<file path="src/rtl/core/cbnf_pkg.sv">
// Shared types and constants of the contour box nest filter.
package cbnf_pkg;

    // Width of every coordinate field on the ports and of the size register.
    localparam int FIELD_W = 12;

    // Register map (word index) and reset value of the size threshold.
    localparam logic REG_MIN_EXTENT = 1'b0;
    localparam logic [FIELD_W-1:0] MIN_EXTENT_RESET = 12'd9;

    // Entries in the box queue between front and back.
    localparam int QUEUE_DEPTH = 4;
    localparam int QUEUE_PTR_W = 2;

    // Queue status seen by both ends.
    typedef struct packed {
        logic full;
        logic empty;
    } q_stat_t;

    // Back-end sequencer states.
    typedef enum logic [1:0] {
        BK_IDLE,
        BK_READ,
        BK_CHECK,
        BK_DECIDE
    } back_state_t;

endpackage

</file>
<file path="src/rtl/core/contour_box_nest_filter_top.sv">
// Contour bounding-box filter: top level with stream ports and register port.
//
// Contour points enter on the s_axis side, one per cycle while the box queue has room.
// Each contour end places its box in a four-entry queue; the back end then fetches it
// (BK_IDLE), compares it against each stored box in turn (BK_READ, then BK_CHECK),
// ending early on the first containing box, and decides (BK_DECIDE). That containment
// scan over the single read port of the kept-box store sets the sustained rate. A result
// waits in an output register while the next boxes are being checked. The store needs no
// clearing after reset; a frame end empties it at once. min_extent sits at byte address 0
// and resets to 9.
module contour_box_nest_filter_top #(
    parameter int MAX_BOXES  = 64,
    parameter int COORD_BITS = 12
) (
    input  logic        clk,
    input  logic        rst_n,
    input  logic        s_axis_tvalid,
    output logic        s_axis_tready,
    input  logic [23:0] s_axis_tdata,   // px, py
    input  logic        s_axis_tlast,   // contour_end
    input  logic        s_axis_tuser,   // frame_end
    output logic        m_axis_tvalid,
    input  logic        m_axis_tready,
    output logic [47:0] m_axis_tdata,   // box_x_start, box_y_start, box_x_end, box_y_end
    output logic        m_axis_tlast,   // last_of_frame
    output logic [1:0]  m_axis_tuser,   // box_kept, store_overflow
    input  logic        psel,
    input  logic        penable,
    input  logic        pwrite,
    input  logic [2:0]  paddr,
    input  logic [31:0] pwdata,
    output logic [31:0] prdata,
    output logic        pready
);
    import cbnf_pkg::*;

    localparam int DW = 4 * COORD_BITS + 1;

    logic [FIELD_W-1:0] min_extent_reg;
    logic               cfg_write;
    logic               push;
    logic [DW-1:0]      push_data;
    logic               pop;
    logic [DW-1:0]      pop_data;
    q_stat_t            q_stat;

    assign pready    = 1'b1;
    assign cfg_write = psel && penable && pwrite && pready && (paddr[2] == REG_MIN_EXTENT);
    assign prdata    = (paddr[2] == REG_MIN_EXTENT) ? 32'(min_extent_reg) : '0;

    always_ff @(posedge clk or negedge rst_n)
    begin
        if (!rst_n)
        begin
            min_extent_reg <= MIN_EXTENT_RESET;
        end
        else if (cfg_write)
        begin
            min_extent_reg <= pwdata[FIELD_W-1:0];
        end
    end

    cbnf_front #(
        .CW (COORD_BITS)
    ) u_front (
        .clk         (clk),
        .rst_n       (rst_n),
        .in_valid    (s_axis_tvalid),
        .in_ready    (s_axis_tready),
        .px          (s_axis_tdata[11:0]),
        .py          (s_axis_tdata[23:12]),
        .contour_end (s_axis_tlast),
        .frame_end   (s_axis_tuser),
        .push        (push),
        .push_data   (push_data),
        .q_stat      (q_stat)
    );

    cbnf_queue #(
        .DW (DW)
    ) u_queue (
        .clk       (clk),
        .rst_n     (rst_n),
        .push      (push),
        .push_data (push_data),
        .pop       (pop),
        .pop_data  (pop_data),
        .q_stat    (q_stat)
    );

    cbnf_back #(
        .CW        (COORD_BITS),
        .MAX_BOXES (MAX_BOXES)
    ) u_back (
        .clk            (clk),
        .rst_n          (rst_n),
        .pop            (pop),
        .pop_data       (pop_data),
        .q_stat         (q_stat),
        .min_extent     (min_extent_reg),
        .out_valid      (m_axis_tvalid),
        .out_ready      (m_axis_tready),
        .box_x_start    (m_axis_tdata[11:0]),
        .box_y_start    (m_axis_tdata[23:12]),
        .box_x_end      (m_axis_tdata[35:24]),
        .box_y_end      (m_axis_tdata[47:36]),
        .box_kept       (m_axis_tuser[0]),
        .last_of_frame  (m_axis_tlast),
        .store_overflow (m_axis_tuser[1])
    );

endmodule

</file>
<file path="src/rtl/core/cbnf_front.sv">
// Front end: accepts contour points, tracks running bounds and queues finished boxes.
module cbnf_front #(
    parameter int CW = 12
) (
    input  logic                          clk,
    input  logic                          rst_n,
    input  logic                          in_valid,
    output logic                          in_ready,
    input  logic [cbnf_pkg::FIELD_W-1:0]  px,
    input  logic [cbnf_pkg::FIELD_W-1:0]  py,
    input  logic                          contour_end,
    input  logic                          frame_end,
    output logic                          push,
    output logic [4*CW:0]                 push_data,
    input  cbnf_pkg::q_stat_t             q_stat
);
    import cbnf_pkg::*;

    logic [CW-1:0] x_in;
    logic [CW-1:0] y_in;
    logic [CW-1:0] x_min_reg, x_min_next;
    logic [CW-1:0] x_max_reg, x_max_next;
    logic [CW-1:0] y_min_reg, y_min_next;
    logic [CW-1:0] y_max_reg, y_max_next;
    logic          in_contour_reg, in_contour_next;
    logic          accept;
    logic          ends_contour;

    assign x_in         = CW'(px);
    assign y_in         = CW'(py);
    assign in_ready     = !q_stat.full;
    assign accept       = in_valid && in_ready;
    assign ends_contour = contour_end || frame_end;

    always_comb
    begin
        x_min_next      = x_min_reg;
        x_max_next      = x_max_reg;
        y_min_next      = y_min_reg;
        y_max_next      = y_max_reg;
        in_contour_next = in_contour_reg;
        if (accept)
        begin
            if (!in_contour_reg)
            begin
                x_min_next = x_in;
                x_max_next = x_in;
                y_min_next = y_in;
                y_max_next = y_in;
            end
            else
            begin
                x_min_next = (x_in < x_min_reg) ? x_in : x_min_reg;
                x_max_next = (x_in > x_max_reg) ? x_in : x_max_reg;
                y_min_next = (y_in < y_min_reg) ? y_in : y_min_reg;
                y_max_next = (y_in > y_max_reg) ? y_in : y_max_reg;
            end
            in_contour_next = !ends_contour;
        end
    end

    // The finished box carries the bounds including its last point.
    assign push      = accept && ends_contour;
    assign push_data = {frame_end, y_max_next, x_max_next, y_min_next, x_min_next};

    always_ff @(posedge clk or negedge rst_n)
    begin
        if (!rst_n)
        begin
            x_min_reg      <= '0;
            x_max_reg      <= '0;
            y_min_reg      <= '0;
            y_max_reg      <= '0;
            in_contour_reg <= 1'b0;
        end
        else
        begin
            x_min_reg      <= x_min_next;
            x_max_reg      <= x_max_next;
            y_min_reg      <= y_min_next;
            y_max_reg      <= y_max_next;
            in_contour_reg <= in_contour_next;
        end
    end

endmodule

</file>
<file path="src/rtl/core/cbnf_queue.sv">
// Short queue of finished boxes between the front and back ends.
module cbnf_queue #(
    parameter int DW = 49
) (
    input  logic              clk,
    input  logic              rst_n,
    input  logic              push,
    input  logic [DW-1:0]     push_data,
    input  logic              pop,
    output logic [DW-1:0]     pop_data,
    output cbnf_pkg::q_stat_t q_stat
);
    import cbnf_pkg::*;

    logic [DW-1:0]          slot_reg [QUEUE_DEPTH];
    logic [QUEUE_PTR_W-1:0] wr_ptr_reg, wr_ptr_next;
    logic [QUEUE_PTR_W-1:0] rd_ptr_reg, rd_ptr_next;
    logic [QUEUE_PTR_W:0]   fill_reg, fill_next;
    logic                   do_push;
    logic                   do_pop;

    assign q_stat.full  = (fill_reg == (QUEUE_PTR_W+1)'(QUEUE_DEPTH));
    assign q_stat.empty = (fill_reg == '0);
    assign do_push      = push && !q_stat.full;
    assign do_pop       = pop && !q_stat.empty;
    assign pop_data     = slot_reg[rd_ptr_reg];

    always_comb
    begin
        wr_ptr_next = do_push ? wr_ptr_reg + 1'b1 : wr_ptr_reg;
        rd_ptr_next = do_pop ? rd_ptr_reg + 1'b1 : rd_ptr_reg;
        fill_next   = fill_reg;
        if (do_push && !do_pop)
        begin
            fill_next = fill_reg + 1'b1;
        end
        else if (do_pop && !do_push)
        begin
            fill_next = fill_reg - 1'b1;
        end
    end

    always_ff @(posedge clk or negedge rst_n)
    begin
        if (!rst_n)
        begin
            wr_ptr_reg <= '0;
            rd_ptr_reg <= '0;
            fill_reg   <= '0;
        end
        else
        begin
            wr_ptr_reg <= wr_ptr_next;
            rd_ptr_reg <= rd_ptr_next;
            fill_reg   <= fill_next;
        end
    end

    always_ff @(posedge clk)
    begin
        if (do_push)
        begin
            slot_reg[wr_ptr_reg] <= push_data;
        end
    end

endmodule

</file>
<file path="src/rtl/core/cbnf_back.sv">
// Back end: size test, containment scan over the kept-box store and result register.
module cbnf_back #(
    parameter int CW        = 12,
    parameter int MAX_BOXES = 64
) (
    input  logic                          clk,
    input  logic                          rst_n,
    output logic                          pop,
    input  logic [4*CW:0]                 pop_data,
    input  cbnf_pkg::q_stat_t             q_stat,
    input  logic [cbnf_pkg::FIELD_W-1:0]  min_extent,
    output logic                          out_valid,
    input  logic                          out_ready,
    output logic [cbnf_pkg::FIELD_W-1:0]  box_x_start,
    output logic [cbnf_pkg::FIELD_W-1:0]  box_y_start,
    output logic [cbnf_pkg::FIELD_W-1:0]  box_x_end,
    output logic [cbnf_pkg::FIELD_W-1:0]  box_y_end,
    output logic                          box_kept,
    output logic                          last_of_frame,
    output logic                          store_overflow
);
    import cbnf_pkg::*;

    localparam int AW   = (MAX_BOXES > 1) ? $clog2(MAX_BOXES) : 1;
    localparam int CNTW = $clog2(MAX_BOXES + 1);
    localparam int EW   = (CW > FIELD_W) ? CW : FIELD_W;

    back_state_t     state_reg, state_next;
    logic [4*CW:0]   box_reg, box_next;
    logic            reject_reg, reject_next;
    logic [CNTW-1:0] idx_reg, idx_next;
    logic [CNTW-1:0] count_reg, count_next;
    logic            ovf_reg, ovf_next;
    logic            out_valid_reg, out_valid_next;
    logic [FIELD_W-1:0] ox0_reg, oy0_reg, ox1_reg, oy1_reg;
    logic            okept_reg, olast_reg, oovf_reg;
    logic            out_load;

    logic [4*CW-1:0] store_mem [MAX_BOXES];
    logic [4*CW-1:0] store_q_reg;
    logic            store_we;

    logic [CW-1:0]   in_x0, in_y0, in_x1, in_y1;
    logic            size_ok;
    logic [CW-1:0]   cur_x0, cur_y0, cur_x1, cur_y1;
    logic            cur_frame_end;
    logic [CW-1:0]   st_x0, st_y0, st_x1, st_y1;
    logic            contains;
    logic            store_full;
    logic            out_free;

    // Size test on the box at the head of the queue.
    assign in_x0   = pop_data[CW-1:0];
    assign in_y0   = pop_data[2*CW-1:CW];
    assign in_x1   = pop_data[3*CW-1:2*CW];
    assign in_y1   = pop_data[4*CW-1:3*CW];
    assign size_ok = (EW'(in_x1 - in_x0) > EW'(min_extent))
                  && (EW'(in_y1 - in_y0) > EW'(min_extent));

    assign cur_x0        = box_reg[CW-1:0];
    assign cur_y0        = box_reg[2*CW-1:CW];
    assign cur_x1        = box_reg[3*CW-1:2*CW];
    assign cur_y1        = box_reg[4*CW-1:3*CW];
    assign cur_frame_end = box_reg[4*CW];

    assign st_x0    = store_q_reg[CW-1:0];
    assign st_y0    = store_q_reg[2*CW-1:CW];
    assign st_x1    = store_q_reg[3*CW-1:2*CW];
    assign st_y1    = store_q_reg[4*CW-1:3*CW];
    assign contains = (st_x0 <= cur_x0) && (st_y0 <= cur_y0)
                   && (st_x1 >= cur_x1) && (st_y1 >= cur_y1);

    assign store_full = (count_reg == CNTW'(MAX_BOXES));
    assign out_free   = !out_valid_reg || out_ready;

    always_comb
    begin
        state_next     = state_reg;
        box_next       = box_reg;
        reject_next    = reject_reg;
        idx_next       = idx_reg;
        count_next     = count_reg;
        ovf_next       = ovf_reg;
        pop            = 1'b0;
        out_load       = 1'b0;
        store_we       = 1'b0;
        case (state_reg)
            BK_IDLE:
            begin
                if (!q_stat.empty)
                begin
                    pop         = 1'b1;
                    box_next    = pop_data;
                    reject_next = !size_ok;
                    idx_next    = '0;
                    state_next  = (size_ok && (count_reg != '0)) ? BK_READ : BK_DECIDE;
                end
            end
            BK_READ:
            begin
                state_next = BK_CHECK;
            end
            BK_CHECK:
            begin
                if (contains)
                begin
                    reject_next = 1'b1;
                    state_next  = BK_DECIDE;
                end
                else if (idx_reg + 1'b1 == count_reg)
                begin
                    state_next = BK_DECIDE;
                end
                else
                begin
                    idx_next   = idx_reg + 1'b1;
                    state_next = BK_READ;
                end
            end
            BK_DECIDE:
            begin
                // A rejected box that does not end the frame leaves no result.
                if (out_free || (reject_reg && !cur_frame_end))
                begin
                    out_load = !reject_reg || cur_frame_end;
                    if (!reject_reg)
                    begin
                        if (store_full)
                        begin
                            ovf_next = 1'b1;
                        end
                        else
                        begin
                            store_we   = 1'b1;
                            count_next = count_reg + 1'b1;
                        end
                    end
                    if (cur_frame_end)
                    begin
                        count_next = '0;
                        ovf_next   = 1'b0;
                    end
                    state_next = BK_IDLE;
                end
            end
            default:
            begin
                state_next = BK_IDLE;
            end
        endcase
    end

    always_comb
    begin
        out_valid_next = out_valid_reg;
        if (out_valid_reg && out_ready)
        begin
            out_valid_next = 1'b0;
        end
        if (out_load)
        begin
            out_valid_next = 1'b1;
        end
    end

    always_ff @(posedge clk or negedge rst_n)
    begin
        if (!rst_n)
        begin
            state_reg     <= BK_IDLE;
            reject_reg    <= 1'b0;
            idx_reg       <= '0;
            count_reg     <= '0;
            ovf_reg       <= 1'b0;
            out_valid_reg <= 1'b0;
        end
        else
        begin
            state_reg     <= state_next;
            reject_reg    <= reject_next;
            idx_reg       <= idx_next;
            count_reg     <= count_next;
            ovf_reg       <= ovf_next;
            out_valid_reg <= out_valid_next;
        end
    end

    always_ff @(posedge clk)
    begin
        box_reg <= box_next;
        if (out_load)
        begin
            ox0_reg   <= FIELD_W'(cur_x0);
            oy0_reg   <= FIELD_W'(cur_y0);
            ox1_reg   <= FIELD_W'(cur_x1);
            oy1_reg   <= FIELD_W'(cur_y1);
            okept_reg <= !reject_reg;
            olast_reg <= cur_frame_end;
            // Overflow includes the one caused by this very box.
            oovf_reg  <= ovf_reg || (!reject_reg && store_full);
        end
    end

    // Kept-box store: one write and one registered read per cycle.
    always_ff @(posedge clk)
    begin
        if (store_we)
        begin
            store_mem[count_reg[AW-1:0]] <= box_reg[4*CW-1:0];
        end
        store_q_reg <= store_mem[idx_reg[AW-1:0]];
    end

    assign out_valid      = out_valid_reg;
    assign box_x_start    = ox0_reg;
    assign box_y_start    = oy0_reg;
    assign box_x_end      = ox1_reg;
    assign box_y_end      = oy1_reg;
    assign box_kept       = okept_reg;
    assign last_of_frame  = olast_reg;
    assign store_overflow = oovf_reg;

endmodule
</file>
<file path="config.mk">
export PLATFORM = sky130hd
export DESIGN_NAME = contour_box_nest_filter_top
export DESIGN_NICKNAME = d
export VERILOG_FILES = /design/src/rtl/core/cbnf_pkg.sv /design/src/rtl/core/contour_box_nest_filter_top.sv /design/src/rtl/core/cbnf_front.sv /design/src/rtl/core/cbnf_queue.sv /design/src/rtl/core/cbnf_back.sv
export SDC_FILE = /design/constraint.sdc
export NUM_CORES = 2
export LEC_CHECK = 0
export BUFFER_PORTS_ARGS = -buffer_cell sky130_fd_sc_hd__buf_2
export CAP_MARGIN = 20
export CORE_AREA = 3 3 416 583
export CTS_CLUSTER_SIZE = 28
export DETAILED_ROUTE_END_ITERATION = 10
export DIE_AREA = 0 0 419 586
export PLACE_DENSITY = 0.77
export SLEW_MARGIN = 0
export SYNTH_ARGS = -nofsm -noshare
export SYNTH_HDL_FRONTEND = slang
export SYNTH_SLANG_ARGS = --single-unit
</file>
<file path="constraint.sdc">
create_clock -name clk -period 4.9 [get_ports clk]
set_clock_uncertainty 0.1 [all_clocks]
set_input_delay 0.735 -clock clk [delete_from_list [all_inputs] [get_ports clk]]
set_output_delay 0.735 -clock clk [all_outputs]
set_load 0.02 [all_outputs]
</file>
==> flow_metrics.py <==
metrics = {
    "global_route": {
        "antenna_found_initial": 15,
        "grt.busiest_layer": "met2",
        "grtUsageTotal_pct": 31.7,
        "met1_usage_pct": 39.0,
        "grt_pass1_vias": 69600,
        "grt.met2_usage_pct": 50.7,
        "globalRouteOverflowTotal": 0,
        "grt_pass1_wl_um": 537000,
        "use_met3_pct": 7.59,
        "grt_max_degree": 84,
    },
    "detailed_routing": {
        "vias_per_cell": 7.13,
        "first_pass_iters": 7,
        "drc": 0,
        "num_vias": 67300,
        "wl_per_cell_um": 40.7,
        "drtIter0Drc": 11700,
        "antenna_left": 0,
        "routed_wl_um": 385000,
    },
    "yosys": {
        "ys_types": 55,
        "synth_edf_count": 3368,
        "synth-seq-cells": 3503,
        "seq_area_frac_synth_pct": 77.2,
        "yosysMostFrequentCell": "edfxtp_1",
        "synthCells": 5658,
        "synth_top_cell_by_area": "edfxtp_1",
        "synthFlopType": "edfxtp_1",
        "synth.area.top_cells": "edfxtp_1 75%, mux4_2 18%, dfrtp_1 1.6%",
        "synth.avg_cell_area_um2": 23.9,
        "syn_area_um2": 135000,
        "async_reset_ff_share_pct": 2.48,
        "yosysTopAreaCellShare_pct": 74.9,
        "ys_warn_count": 0,
        "yosys-top-cells-count": "3368 x edfxtp_1, 1057 x mux4_2, 148 x ha_1",
    },
    "outcome": {
        "outcome": "finished, final reports clean",
    },
    "critical_path": {
        "critPathCapture": "u_back.state_reg[1]$_DFFE_PN0P_",
        "cp.depth": 19,
        "cp_max_fo": 13,
        "crit_family": "compound AO/OA/AOI/OAI gates",
        "critPathKind": "reg -> reg",
        "critPathRequiredTime_ps": 5550,
        "cpMaxStageDelayCell": "mux4_2",
        "crit_chain": "buf_4 > buf_6 > mux4_2 > inv_1 > ha_1 > or2_2 > a21oi_1 > a21oi_1 > a41o_1 > o41ai_2 > xnor2_1 > ha_1 > nand4_1 > nor2_1 > o21ai_0 > o211ai_1 > nand3_1 > o21ai_0 > a21oi_1",
        "reg2reg_from": "u_queue.rd_ptr_reg[0]$_DFFE_PN0P_",
        "startpoint": "u_queue.rd_ptr_reg[0]$_DFFE_PN0P_",
        "rr_endpoint": "u_back.state_reg[1]$_DFFE_PN0P_",
        "ff2ff_setup_slack_ps": 270,
        "end_kind": "flip-flop",
        "cp.arrival_ps": 5280,
        "path_common_cell": "a21oi_1",
        "r2r_cells": 19,
        "critPathBufInv": 3,
        "cpPeakStageDelay_ps": 570,
        "start_kind": "flip-flop",
    },
    "floorplan": {
        "die_y_um": 586,
        "io-pin-count": 154,
        "start_util_pct": 56.8,
        "num_rows": 212,
        "fp.coreArea_um2": 238000,
        "die_x_um": 419,
        "die_area_um2": 246000,
    },
    "timing": {
        "slew_viol_final": 0,
        "hold_viol": 0,
        "rsz0062_at_grt": "false",
        "fin_setup_tns_ps": 0,
        "min_period_ps": 4630,
        "worst_slack_ps": 273,
        "worst_slew_pin_slew_ps": 1180,
        "report.final.setup_viol": 0,
        "fin_crit_sh_pct": 94.4,
        "max_clock_freq_mhz": 216,
        "timing.slew.headroom_pct": 21.2,
    },
    "placed_design": {
        "place_ws_ps": 172,
        "placement.io_buffers": 110,
        "place_inst": 8887,
        "dp_hpwl_um": 194000,
        "gp_congestion": 0.871,
    },
    "clock_network": {
        "cts_tree": "yes",
        "clk_latency_ps": 890,
        "cts_made_buffers": 301,
        "htreeDepth": 5,
        "clock-root-buffer": "clkbuf_16",
        "max-clock-path-buffers": 4,
        "clock_sink_count": 3503,
        "clk_pin_slew_ps": 60,
    },
    "power_and_ir_drop": {
        "vdd_ir_drop_max_mv": 0.497,
        "leakage_nw": 47.6,
        "powerDensity_nw_per_um2": 541,
    },
    "worst_hold_path": {
        "hold_class": "in -> reg",
    },
    "layout": {
        "largest_reg_flops": 3072,
        "nNetsFinal": 6322,
        "fin_cells": 9445,
        "drive_gt1_share_pct": 32.0,
        "area_delta_synth_final_pct": 12.5,
    },
    "flow_run": {
        "max_cap_violations": 0,
    },
}
report_power, final:
part | total, mW | internal [mW] | switching (mW)
Clock | 24.0 | 13.3 | 10.7
Combinational | 19.7 | 8.15 | 11.6
Sequential | 38.4 | 37.3 | 1.11
Total | 82.1 | 58.8 | 23.4
kinds of logic (layout without fill, tap and decap cells):
logic type / after synthesis / in the layout / synth area share (%)
flip-flops: 3503 / 3503 / 77.2
multiplexers: 1120 / 1120 / 18.1
buffers and inverters: 424 / 1084 / 1.32
AND/OR/NAND/NOR: 258 / 258 / 0.895
AO/OA/AOI/OAI: 157 / 157 / 0.742
adder cells (fa/ha/maj): 151 / 151 / 1.42
XOR/XNOR: 43 / 43 / 0.279
other: 2 / 26 / 0.00556
per-stage QoR:
| step | area (um^2) | hold WS, ps | util (%) | power [mW] |
|---|---|---|---|---|
| finish | 152000 | 70.2 | 63.9 | 82.1 |
| global placement | 142000 | 381 | 59.7 | 57.1 |
| CTS | 152000 | 26.8 | 63.8 | 81.9 |
| floorplan | 135000 | 339 | - | 51.5 |
| global route | 152000 | 68.8 | 63.9 | 84.4 |
| detailed placement | 142000 | 394 | 59.7 | 57.8 |
metal layers:
| layer | wire [um] | vias up | share of wire (%) |
|---|---|---|---|
| met5 | 198 | - | 0.051 |
| met4 | 30900 | 14 | 8.0 |
| met2 | 187000 | 6019 | 49 |
| met1 | 120000 | 35000 | 31 |
| met3 | 46900 | 1465 | 12 |
| li1 | - | 24900 | - |
final cells by class:
type	count	area [um^2]
Inverter	145	547
Sequential cell	3503	104000
Tap cell	3103	3880
Timing Repair Buffer	402	3960
Antenna cell	5	12.5
Multi-Input combinational cell	1750	29600
Fill cell	14100	85900
Clock inverter	133	1280
Clock buffer	404	8400
placed cells by master (no fill, tap or decap), types with 14 or more instances in the layout:
cell       instances
nand2_1           40
inv_1            143
clkinv_1          39
buf_2            109
xnor2_1           29
clkinv_2          52
nor2_4            63
conb_1            21
a21o_1            36
clkbuf_8          20
clkbuf_16        315
nand4_1           18
nand3_1           20
a21oi_1           51
o21ai_0           25
buf_12            91
clkbuf_1          70
edfxtp_1        3368
mux4_2          1057
dfrtp_1           77
ha_1             148
dfxtp_1           48
bufinv_16         24
buf_4            186
xor2_1            14
nor2_1            51
mux2_2            62
worst min-delay path by stage:
stage / from / to / slack (ps) / cells after the start
after floorplan: rst_n / min_extent_reg[10]$_DFFE_PN0P_ / 340 / 0
after global placement: u_back.idx_reg[6]$_DFFE_PN0P_ / u_back.idx_reg[6]$_DFFE_PN0P_ / 380 / 1
after detailed placement: min_extent_reg[9]$_DFFE_PN0P_ / min_extent_reg[9]$_DFFE_PN0P_ / 390 / 1
after CTS: s_axis_tvalid / u_front.in_contour_reg$_DFFE_PN0P_ / 30 / 3
after global routing: s_axis_tuser / u_queue.slot_reg[2][48]$_DFFE_PP_ / 70 / 1
final: s_axis_tvalid / u_front.in_contour_reg$_DFFE_PN0P_ / 70 / 3
what timing repair did:
action,CTS,global route
hold buffers,13,0
gates resized for setup,0,7
setup buffers,0,1
setup endpoints to repair,0,2
hold endpoints to repair,67,0
tightest hold or removal path, delay by kind of cell:
| kind | cells | cell delay [ps] |
|---|---|---|
| compound gates | 1 | 60 |
| buf+inv | 1 | 100 |
| simple gates | 1 | 80 |
Note: power is estimated with default switching activity, not from simulation.
